$ cat src/sv/cps_pkg.sv
// Shared types and constants for the process scheduler.
package cps_pkg;

	// Job slots and derived widths
	localparam int MAX_JOBS = 16;
	localparam int IDX_W    = $clog2(MAX_JOBS);
	localparam int CNT_W    = $clog2(MAX_JOBS + 1);

	// Field widths fixed by the interface
	localparam int TICK_W    = 32;
	localparam int QUANTUM_W = 16;
	localparam int JOBCNT_W  = 5;
	localparam int RETIRE_W  = 5;
	localparam int CFG_IDX_W = 2;
	localparam int CFG_W     = 16;
	localparam int ENTRY_W   = 2 * TICK_W;

	localparam int IN_DATA_W  = 72;
	localparam int OUT_DATA_W = 48;

	localparam logic [QUANTUM_W-1:0] QUANTUM_RESET = QUANTUM_W'(500);
	localparam logic [JOBCNT_W-1:0]  JOBCNT_RESET  = JOBCNT_W'(1);
	localparam logic [RETIRE_W-1:0]  RETIRE_MAX    = '1;

	// Configuration register indexes
	typedef enum logic [CFG_IDX_W-1:0] {
		REG_POLICY  = 2'd0,
		REG_QUANTUM = 2'd1,
		REG_JOBCNT  = 2'd2
	} cfg_reg_t;

	// Scheduling policies
	typedef enum logic [1:0] {
		POL_FIFO = 2'd0,
		POL_RR   = 2'd1,
		POL_SJF  = 2'd2,
		POL_PSJF = 2'd3
	} policy_t;

	// Input kinds
	typedef enum logic {
		FUNC_LOAD = 1'b0,
		FUNC_TICK = 1'b1
	} func_t;

	// Tick sequencer states
	typedef enum logic [2:0] {
		ST_IDLE,
		ST_RUN,
		ST_MOD,
		ST_SCAN,
		ST_DECIDE,
		ST_DEC,
		ST_OUT
	} state_t;

	// One scanned slot, offered to the selection unit
	typedef struct packed {
		logic              valid;
		logic              elig;
		logic [IDX_W-1:0]  idx;
		logic [TICK_W-1:0] arrival;
		logic [TICK_W-1:0] remaining;
		logic              by_arrival;
		logic [IDX_W-1:0]  start;
	} sel_in_t;

	// Running picks of the selection unit
	typedef struct packed {
		logic             found_min;
		logic [IDX_W-1:0] min_idx;
		logic             found_any;
		logic [IDX_W-1:0] any_idx;
		logic             found_hi;
		logic [IDX_W-1:0] hi_idx;
	} sel_res_t;

endpackage

$ cat src/sv/cps_job_mem.sv
// Job table: arrival tick and remaining time per slot, one write and one read port.
module cps_job_mem (
	input  logic                        clk,
	input  logic                        we,
	input  logic [cps_pkg::IDX_W-1:0]   waddr,
	input  logic [cps_pkg::ENTRY_W-1:0] wdata,
	input  logic [cps_pkg::IDX_W-1:0]   raddr,
	output logic [cps_pkg::ENTRY_W-1:0] rdata
);
	import cps_pkg::*;

	logic [ENTRY_W-1:0] mem [MAX_JOBS];

	// Write port
	always_ff @(posedge clk) begin
		if (we) begin
			mem[waddr] <= wdata;
		end
	end

	// Registered read port
	always_ff @(posedge clk) begin
		rdata <= mem[raddr];
	end

endmodule

$ cat src/sv/cps_select.sv
// Selection unit: one key compare per cycle, tracks min-key, first and first-from-start picks.
module cps_select (
	input  logic              clk,
	input  logic              arst_n,
	input  logic              clear,
	input  cps_pkg::sel_in_t  sin,
	output cps_pkg::sel_res_t res
);
	import cps_pkg::*;

	sel_res_t          res_q;
	logic [TICK_W-1:0] best_key_q;
	logic [TICK_W-1:0] key;
	logic              take_min;
	logic              take_any;
	logic              take_hi;

	// Shared compare
	always_comb begin
		key      = sin.by_arrival ? sin.arrival : sin.remaining;
		take_min = sin.valid && sin.elig && (!res_q.found_min || key < best_key_q);
		take_any = sin.valid && sin.elig && !res_q.found_any;
		take_hi  = sin.valid && sin.elig && !res_q.found_hi && (sin.idx >= sin.start);
	end

	// Pick registers; slots arrive in ascending order so ties keep the lower slot
	always_ff @(posedge clk or negedge arst_n) begin
		if (!arst_n) begin
			res_q      <= '0;
			best_key_q <= '0;
		end else if (clear) begin
			res_q      <= '0;
			best_key_q <= '0;
		end else begin
			if (take_min) begin
				res_q.found_min <= 1'b1;
				res_q.min_idx   <= sin.idx;
				best_key_q      <= key;
			end
			if (take_any) begin
				res_q.found_any <= 1'b1;
				res_q.any_idx   <= sin.idx;
			end
			if (take_hi) begin
				res_q.found_hi <= 1'b1;
				res_q.hi_idx   <= sin.idx;
			end
		end
	end

	assign res = res_q;

endmodule

$ cat src/sv/cpu_process_scheduler.sv
// Single-core job scheduler top level: FIFO, round robin, SJF and preemptive SJF.
//
// Input stream: tuser is func (0 load a job slot, 1 advance one tick); tdata carries
// slot, arrival_tick and service_ticks. A load transfer gives no result. A tick
// transfer gives exactly one result on the output stream: running job, switch flag,
// retired job, all-done flag and the tick number handled.
// For a tick, n is the number of slots in use (job_count clamped to 1..16): the job
// table has one read port and every slot in use is read once through it and fed to
// the shared key compare. In round robin the successor start slot is first reduced
// modulo n by repeated subtraction.
// The input side is ready only while no tick is in work. The result sits in an output
// register; a stalled receiver lets the next tick be taken and worked, which then waits
// in its last step until the register is free.
// Configuration (policy, quantum, job count) is written through cfg_we/cfg_addr/cfg_wdata;
// the user must write it only while the block is idle; the block does not enforce it.
// Reset clears all arrived flags, the running job, the tick count, the slice and retired
// counters and loads the register defaults; the job table holds nothing until loaded.
module cpu_process_scheduler (
	input  logic                           clk,
	input  logic                           arst_n,
	input  logic                           s_axis_tvalid,
	output logic                           s_axis_tready,
	// slot[3:0], arrival_tick[35:4], service_ticks[67:36], zero fill
	input  logic [cps_pkg::IN_DATA_W-1:0]  s_axis_tdata,
	// func[0]
	input  logic                           s_axis_tuser,
	output logic                           m_axis_tvalid,
	input  logic                           m_axis_tready,
	// running_valid[0], running_slot[4:1], switched[5], finished_valid[6],
	// finished_slot[10:7], all_done[11], current_tick[43:12], zero fill
	output logic [cps_pkg::OUT_DATA_W-1:0] m_axis_tdata,
	input  logic                           cfg_we,
	input  logic [cps_pkg::CFG_IDX_W-1:0]  cfg_addr,
	input  logic [cps_pkg::CFG_W-1:0]      cfg_wdata
);
	import cps_pkg::*;

	// Configuration registers
	policy_t              policy_q;
	logic [QUANTUM_W-1:0] quantum_q;
	logic [JOBCNT_W-1:0]  job_count_q;

	// Scheduler state
	state_t               state_q, state_d;
	logic [MAX_JOBS-1:0]  arrived_q;
	logic                 run_q;
	logic [IDX_W-1:0]     run_idx_q;
	logic [TICK_W-1:0]    tick_q;
	logic [QUANTUM_W-1:0] slice_q;
	logic [RETIRE_W-1:0]  retired_q;
	logic                 fin_q;
	logic [IDX_W-1:0]     fin_slot_q;
	logic                 sw_q;
	logic [CNT_W-1:0]     start_q;
	logic [CNT_W-1:0]     iss_q;
	logic                 pend_vld_s1;
	logic [IDX_W-1:0]     pend_idx_s1;

	// Output register
	logic                  out_vld_q;
	logic [OUT_DATA_W-1:0] out_data_q;

	// Table port and selection unit
	logic                 mem_we;
	logic [IDX_W-1:0]     mem_waddr;
	logic [ENTRY_W-1:0]   mem_wdata;
	logic [IDX_W-1:0]     mem_raddr;
	logic [ENTRY_W-1:0]   mem_rdata;
	logic [TICK_W-1:0]    rd_rem;
	logic [TICK_W-1:0]    rd_arr;
	sel_in_t              sel_in;
	sel_res_t             sel_res;
	logic                 sel_clear;

	// Derived values
	logic [CNT_W-1:0]     n_use;
	logic                 in_xfer;
	logic                 out_free;
	logic                 scan_match;
	logic                 scan_elig;
	logic                 have;
	logic [IDX_W-1:0]     nxt;
	logic                 sw_d;
	logic [IDX_W-1:0]     run_idx_new;
	logic [QUANTUM_W:0]   q_eff;
	logic [QUANTUM_W:0]   slice_inc;
	logic                 all_done;

	assign rd_rem   = mem_rdata[TICK_W-1:0];
	assign rd_arr   = mem_rdata[ENTRY_W-1:TICK_W];
	assign in_xfer  = s_axis_tvalid && s_axis_tready;
	assign out_free = !out_vld_q || m_axis_tready;

	// Slots in use, clamped to 1..MAX_JOBS
	always_comb begin
		if (job_count_q == '0) begin
			n_use = CNT_W'(1);
		end else if (CNT_W'(job_count_q) > CNT_W'(MAX_JOBS)) begin
			n_use = CNT_W'(MAX_JOBS);
		end else begin
			n_use = CNT_W'(job_count_q);
		end
	end

	// Arrival check of the slot read back during the scan
	assign scan_match = pend_vld_s1 && (rd_arr == tick_q);
	assign scan_elig  = (arrived_q[pend_idx_s1] || scan_match) && (rd_rem != '0);

	always_comb begin
		sel_in.valid      = (state_q == ST_SCAN) && pend_vld_s1;
		sel_in.elig       = scan_elig;
		sel_in.idx        = pend_idx_s1;
		sel_in.arrival    = rd_arr;
		sel_in.remaining  = rd_rem;
		sel_in.by_arrival = (policy_q == POL_FIFO);
		sel_in.start      = start_q[IDX_W-1:0];
	end

	// Policy decision from the scan picks
	always_comb begin
		have = 1'b0;
		nxt  = run_idx_q;
		case (policy_q)
			POL_FIFO, POL_SJF: begin
				if (run_q) begin
					have = 1'b1;
					nxt  = run_idx_q;
				end else begin
					have = sel_res.found_min;
					nxt  = sel_res.min_idx;
				end
			end
			POL_PSJF: begin
				have = sel_res.found_min;
				nxt  = sel_res.min_idx;
			end
			POL_RR: begin
				if (!run_q) begin
					have = sel_res.found_any;
					nxt  = sel_res.any_idx;
				end else if (slice_q == '0) begin
					have = sel_res.found_hi || sel_res.found_any;
					nxt  = sel_res.found_hi ? sel_res.hi_idx : sel_res.any_idx;
				end
			end
			default: begin
				have = 1'b0;
				nxt  = run_idx_q;
			end
		endcase
		sw_d        = have && (!run_q || nxt != run_idx_q);
		run_idx_new = sw_d ? nxt : run_idx_q;
	end

	// Slice counter wrap and done flag
	assign q_eff     = (quantum_q == '0) ? (QUANTUM_W+1)'(1) : {1'b0, quantum_q};
	assign slice_inc = {1'b0, slice_q} + (QUANTUM_W+1)'(1);
	assign all_done  = (CNT_W'(retired_q) >= n_use);

	// Sequencer: next state and table port
	always_comb begin
		state_d   = state_q;
		mem_we    = 1'b0;
		mem_waddr = run_idx_q;
		mem_wdata = mem_rdata;
		mem_raddr = run_idx_q;
		sel_clear = 1'b0;
		case (state_q)
			ST_IDLE: begin
				if (in_xfer) begin
					if (func_t'(s_axis_tuser) == FUNC_LOAD) begin
						mem_we    = 1'b1;
						mem_waddr = s_axis_tdata[IDX_W-1:0];
						mem_wdata = {s_axis_tdata[IDX_W+TICK_W-1:IDX_W],
							s_axis_tdata[IDX_W+2*TICK_W-1:IDX_W+TICK_W]};
					end else begin
						state_d = ST_RUN;
					end
				end
			end
			ST_RUN: begin
				sel_clear = 1'b1;
				state_d   = (policy_q == POL_RR) ? ST_MOD : ST_SCAN;
			end
			ST_MOD: begin
				if (start_q < n_use) begin
					state_d = ST_SCAN;
				end
			end
			ST_SCAN: begin
				mem_raddr = iss_q[IDX_W-1:0];
				if (iss_q >= n_use && !pend_vld_s1) begin
					state_d = ST_DECIDE;
				end
			end
			ST_DECIDE: begin
				mem_raddr = run_idx_new;
				state_d   = ST_DEC;
			end
			ST_DEC: begin
				if (run_q && rd_rem != '0) begin
					mem_we    = 1'b1;
					mem_waddr = run_idx_q;
					mem_wdata = {rd_arr, rd_rem - TICK_W'(1)};
				end
				state_d = ST_OUT;
			end
			ST_OUT: begin
				if (out_free) begin
					state_d = ST_IDLE;
				end
			end
			default: begin
				state_d = ST_IDLE;
			end
		endcase
	end

	assign s_axis_tready = (state_q == ST_IDLE);

	// Configuration writes
	always_ff @(posedge clk or negedge arst_n) begin
		if (!arst_n) begin
			policy_q    <= POL_FIFO;
			quantum_q   <= QUANTUM_RESET;
			job_count_q <= JOBCNT_RESET;
		end else if (cfg_we) begin
			case (cfg_reg_t'(cfg_addr))
				REG_POLICY:  policy_q    <= policy_t'(cfg_wdata[1:0]);
				REG_QUANTUM: quantum_q   <= cfg_wdata[QUANTUM_W-1:0];
				REG_JOBCNT:  job_count_q <= cfg_wdata[JOBCNT_W-1:0];
				default: ;
			endcase
		end
	end

	// Sequencer and scheduler state
	always_ff @(posedge clk or negedge arst_n) begin
		if (!arst_n) begin
			state_q     <= ST_IDLE;
			arrived_q   <= '0;
			run_q       <= 1'b0;
			run_idx_q   <= '0;
			tick_q      <= '0;
			slice_q     <= '0;
			retired_q   <= '0;
			fin_q       <= 1'b0;
			fin_slot_q  <= '0;
			sw_q        <= 1'b0;
			start_q     <= '0;
			iss_q       <= '0;
			pend_vld_s1 <= 1'b0;
			pend_idx_s1 <= '0;
		end else begin
			state_q <= state_d;
			case (state_q)
				ST_IDLE: begin
					if (in_xfer && func_t'(s_axis_tuser) == FUNC_LOAD) begin
						arrived_q[s_axis_tdata[IDX_W-1:0]] <= 1'b0;
					end
				end
				// Retire a finished running job
				ST_RUN: begin
					if (run_q && rd_rem == '0) begin
						fin_q      <= 1'b1;
						fin_slot_q <= run_idx_q;
						run_q      <= 1'b0;
						if (retired_q != RETIRE_MAX) begin
							retired_q <= retired_q + RETIRE_W'(1);
						end
					end else begin
						fin_q      <= 1'b0;
						fin_slot_q <= '0;
					end
					start_q     <= CNT_W'(run_idx_q) + CNT_W'(1);
					iss_q       <= '0;
					pend_vld_s1 <= 1'b0;
				end
				// Round robin start slot modulo slots in use
				ST_MOD: begin
					if (start_q >= n_use) begin
						start_q <= start_q - n_use;
					end
				end
				// One table read issued and one slot checked per cycle
				ST_SCAN: begin
					if (iss_q < n_use) begin
						iss_q       <= iss_q + CNT_W'(1);
						pend_vld_s1 <= 1'b1;
						pend_idx_s1 <= iss_q[IDX_W-1:0];
					end else begin
						pend_vld_s1 <= 1'b0;
					end
					if (scan_match) begin
						arrived_q[pend_idx_s1] <= 1'b1;
					end
				end
				ST_DECIDE: begin
					sw_q <= sw_d;
					if (sw_d) begin
						run_q     <= 1'b1;
						run_idx_q <= nxt;
						slice_q   <= '0;
					end
				end
				ST_OUT: begin
					if (out_free) begin
						slice_q <= (slice_inc >= q_eff) ? '0 : slice_inc[QUANTUM_W-1:0];
						tick_q  <= tick_q + TICK_W'(1);
					end
				end
				default: ;
			endcase
		end
	end

	// Result register
	always_ff @(posedge clk or negedge arst_n) begin
		if (!arst_n) begin
			out_vld_q <= 1'b0;
		end else if (state_q == ST_OUT && out_free) begin
			out_vld_q <= 1'b1;
		end else if (m_axis_tready) begin
			out_vld_q <= 1'b0;
		end
	end

	always_ff @(posedge clk) begin
		if (state_q == ST_OUT && out_free) begin
			out_data_q <= {4'b0, tick_q, all_done, fin_slot_q, fin_q, sw_q,
				(run_q ? run_idx_q : IDX_W'(0)), run_q};
		end
	end

	assign m_axis_tvalid = out_vld_q;
	assign m_axis_tdata  = out_data_q;

	cps_job_mem u_mem (
		.clk   (clk),
		.we    (mem_we),
		.waddr (mem_waddr),
		.wdata (mem_wdata),
		.raddr (mem_raddr),
		.rdata (mem_rdata)
	);

	cps_select u_sel (
		.clk    (clk),
		.arst_n (arst_n),
		.clear  (sel_clear),
		.sin    (sel_in),
		.res    (sel_res)
	);

	// Retired count only grows until reset
	a_retired_mono: assert property (@(posedge clk) disable iff (!arst_n)
		1'b1 |=> retired_q >= $past(retired_q))
		else $error("retired count decreased");

	// A switch always leaves a job running
	a_switch_runs: assert property (@(posedge clk) disable iff (!arst_n)
		(state_q == ST_DECIDE && sw_d) |=> run_q)
		else $error("switch without a running job");

	// The table is never written while slots are being scanned
	a_scan_no_write: assert property (@(posedge clk) disable iff (!arst_n)
		(state_q == ST_SCAN || state_q == ST_MOD) |-> !mem_we)
		else $error("table write during scan");

	// A round robin scan starts from a slot inside the range in use
	a_start_range: assert property (@(posedge clk) disable iff (!arst_n)
		(state_q == ST_SCAN && policy_q == POL_RR) |-> start_q < n_use)
		else $error("round robin start slot out of range");

endmodule
$ cat config.mk
export PLATFORM = sky130hd
export DESIGN_NAME = cpu_process_scheduler
export DESIGN_NICKNAME = d
export VERILOG_FILES = /design/src/sv/cps_pkg.sv /design/src/sv/cps_job_mem.sv /design/src/sv/cps_select.sv /design/src/sv/cpu_process_scheduler.sv
export SDC_FILE = /design/constraint.sdc
export NUM_CORES = 2
export LEC_CHECK = 0
export BUFFER_PORTS_ARGS = -buffer_cell sky130_fd_sc_hd__buf_2
export CORE_AREA = 2 2 312 314
export DETAILED_ROUTE_END_ITERATION = 8
export DIE_AREA = 0 0 314 316
export PLACE_DENSITY = 0.75
export SLEW_MARGIN = 15
export SYNTH_ARGS = -nofsm -noshare
export SYNTH_HDL_FRONTEND = slang
export SYNTH_HIERARCHICAL = 1
export SYNTH_SLANG_ARGS = --single-unit
$ cat constraint.sdc
create_clock -name clk -period 6.9 [get_ports clk]
set_clock_uncertainty 0.1 [all_clocks]
set_input_delay 0.345 -clock clk [delete_from_list [all_inputs] [get_ports clk]]
set_output_delay 0.345 -clock clk [all_outputs]
set_load 0.1 [all_outputs]
==> impl_results.md <==
- Status: complete, no violations
- Ports: approximately 150
- Gp weighted congestion: 0.906
- Initial DRC Count: between 3,000 and 4,000
- Nets: between 3,000 and 4,000
- Avg Cell Area, Syn: roughly 17 µm²
- Mapped cell area: around 53,000 µm²
- Area growth syn-to-layout: 13.2%
- Critical path's largest stage delay: approximately 0.6 ns
- Tot GR Track Use: 0.273
- Initial antenna violation count: 7
- Setup ws final: between 1 and 1.5 ns
- Global-route wire length before repair: approximately 200 mm
- Slew margin rel.: 0.195
- CTS root buffer: clkbuf_16
- Hold path depth: 3
- Total clock sinks: 1,301
- Top_reg_cell synth: edfxtp_1
- Worst-path fanout max: 28
- CTS clk-pin slew, worst paths: 0.06 ns
- WS Path Type: reg2reg
- 1st-pass router iterations: 8
- Crit path cell chain: inv_1, ha_1, or4b_1, nor4_1, nand2_1, o311ai_0, o211ai_2, o21ai_4, a311o_2, buf_4, mux4_2, a22oi_1, nand2_1
- RR Endpoint: u_mem/rdata[8]
- Fmax: 183 MHz
- Pin count of the biggest net entering global routing: approximately 120
- Max cap viols: 0
- Filler cells: approximately 6,600
- CTS buffer count: about 130
- Antenna Nets Post-Route: 0
- Peak supply drop: 0.314 mV
- Via count: approximately 30,000
- Cell Rows: between 100 and 150
- CTS tree: built
- Core area: approximately 96,000 µm²
- Grt ovf: 0
- Startpoint Class: register
- Clock period minus worst slack: between 5 and 6 ns
- Routed vias/inst: roughly 6.5
- Endpoints failing setup: 0
- PwrDens: between 400 and 500 nW/µm²
- EDFF count, synth: around 1,100
- Seq/Total Area, Yosys: 0.704
- Initial Util: 0.556
- Register bit total from synthesis: 1,301
- HP Class: in2reg
- Place WS: around 1.5 ns
- Clock buffer depth: 3
- H-tree Lvls: 4
- Cells after synthesis: about 3,200
- FFs w/ async S/R, synth: 0.130
- Die footprint: between 90,000 and 100,000 µm²
- Vias in the first global route: just over 30,000
- WP data required: between 7 and 8 ns
- Worst slew pin tran: ~1.2 ns
- Utilization after layout: 0.630
- Chip Width: ~310 µm
- Port buffer count: between 100 and 150
- Share of post-route cells with drive strength above 1: 0.225
- Max Slew Vio Count: 0
- Worst Hold End: state_q[1]
- Routed len/inst: 27.9 µm
- Routed wire length: ~130 mm
- DRC viols: 0
- Non-Filler Instances: ~4,800
- Worst R2R Path Depth: 13
- YS warnings: 6
- CP arrival: between 6 and 7 ns
- P_leak: a little over 20 nW
- Crit end category: register
- Slowest cell on crit path: mux4_2
- Worst skew pair latency: about 0.75 ns
- DP Cell Count: about 4,500
- Netlist cell types: 80
- Crit-path most repeated cell: nand2_1
- FF-to-FF setup slack: between 1 and 1.5 ns
- Final hold vios: 0
- Setup TNS: 0 ns
- Detail Placement HPWL: 75.9 mm
- Worst hold start: s_axis_tvalid
- Chip height: roughly 320 µm
- Period utilisation layout: 0.794
- RR Startpoint: slice_q[0]
- RSZ-0062 raised after global routing: no
- Total power draw: between 20 and 30 mW
## through the flow
stage / area [µm²] / hold slack, ns
after global placement: 55800 / 0.337
after CTS: 60400 / 0.0650
after global routing: 60400 / 0.0946
after floorplan: 53400 / -0.0506
after detailed placement: 55800 / 0.343
final: 60400 / 0.0716
## logic make-up after synthesis
logic type / share of synthesized area
AND/OR/NAND/NOR: 0.0617
AO/OA/AOI/OAI: 0.0566
other: 0.0000702
multiplexers: 0.126
buffers and inverters: 0.0210
XOR/XNOR: 0.0133
flip-flops: 0.704
adder cells (fa/ha/maj): 0.0177
## report_power, final
part / switching, mW / leakage [nW] / internal (mW)
clock network: 3.03 / 2.12 / 4.10
logic: 4.39 / 6.13 / 2.61
registers: 0.891 / 12.4 / 10.3
## cell usage after synthesis (64+ instances only)
cell type,number,share of area
inv_1,84,0.0059
ha_1,74,0.017
clkbuf_1,87,0.0061
dfxtp_1,64,0.024
a21oi_1,72,0.0067
nor2_1,78,0.0055
o21ai_0,88,0.0082
mux4_2,261,0.11
nor3_1,93,0.0087
dfrtp_1,162,0.076
nand2_1,282,0.020
edfxtp_1,1068,0.60
a22oi_1,136,0.019
## worst max path at each step
stage	from	to	slack, ns	cells after the start
2_1_floorplan	state_q[0]	u_mem/mem[15][0]	-0.99	10
3_3_place_gp	slice_q[0]	u_mem/rdata[12]	1.49	13
3_5_place_dp	slice_q[0]	u_mem/rdata[12]	1.49	13
4_1_cts	slice_q[0]	u_mem/rdata[12]	1.42	13
5_1_grt	slice_q[0]	u_mem/rdata[8]	1.01	13
6_report	slice_q[0]	u_mem/rdata[8]	1.42	13
## cell type report
class | instances | area [µm²] | share of cell area
inverters | 85 | 319 | 0.00528
repair buffers | 237 | 1680 | 0.0278
diodes | 4 | 10.0 | 0.000166
clock buffers | 170 | 3590 | 0.0594
well taps | 1276 | 1600 | 0.0264
clock inverters | 74 | 768 | 0.0127
flip-flops and latches | 1301 | 37600 | 0.622
multi-input cells | 1627 | 14900 | 0.246
## cells in the final DEF, fill, tap and decap left out, types with 13 or more instances in the layout
cell type	instances
clkinv_1	24
nand3_1	63
nand2b_1	26
buf_4	57
mux2i_1	14
dfxtp_1	64
inv_1	83
a22oi_1	136
buf_2	136
ha_1	74
xnor2_1	47
o21ai_0	88
a21o_1	15
clkbuf_1	26
o211ai_1	24
mux4_2	261
edfxtp_1	1068
buf_12	13
dfrtp_1	162
nand2_1	281
nor2_1	64
xor2_1	34
nor4_1	14
clkbuf_16	134
clkinv_2	19
and3_1	14
dlygate4sd3_1	30
nor2b_1	15
nand4_1	39
nor3_1	88
a21oi_1	72
nor2_4	13
mux2_2	61
## critical path: cells and delay by family (launching register included)
kind | cells | cell delay, ns
flip-flops | 1 | 0.42
AND/OR/NAND/NOR | 4 | 1.32
multiplexers | 1 | 0.60
adder cells (fa/ha/maj) | 1 | 0.16
buffers and inverters | 2 | 0.69
AO/OA/AOI/OAI | 5 | 2.04
## routing by layer
layer  global-route usage  routed length, µm
met4                0.104               4820
met5                    0                 24
met2                0.425              62600
met3               0.0593              14100
met1                0.385              51700
## registers in the layout (all words and copies together) (netlist names), 2 cells and up
name	count
tick_q	32
run_idx_q	4
retired_q	5
u_sel/res	15
quantum_q	16
fin_slot_q	4
arrived_q	16
job_count_q	5
iss_q	5
slice_q	16
u_mem/rdata	64
policy_q	2
state_q	3
u_mem/mem	1024
m_axis_tdata	44
pend_idx_s1	4
start_q	5
u_sel/best_key_q	32
## repair_timing
item | in CTS | in global routing
endpoints found under the hold margin | 128 | 0
buffers inserted | 0 | 0
hold buffers | 30 | 0
gates resized for setup | 0 | 0
Power figures use the tool's default switching activity.
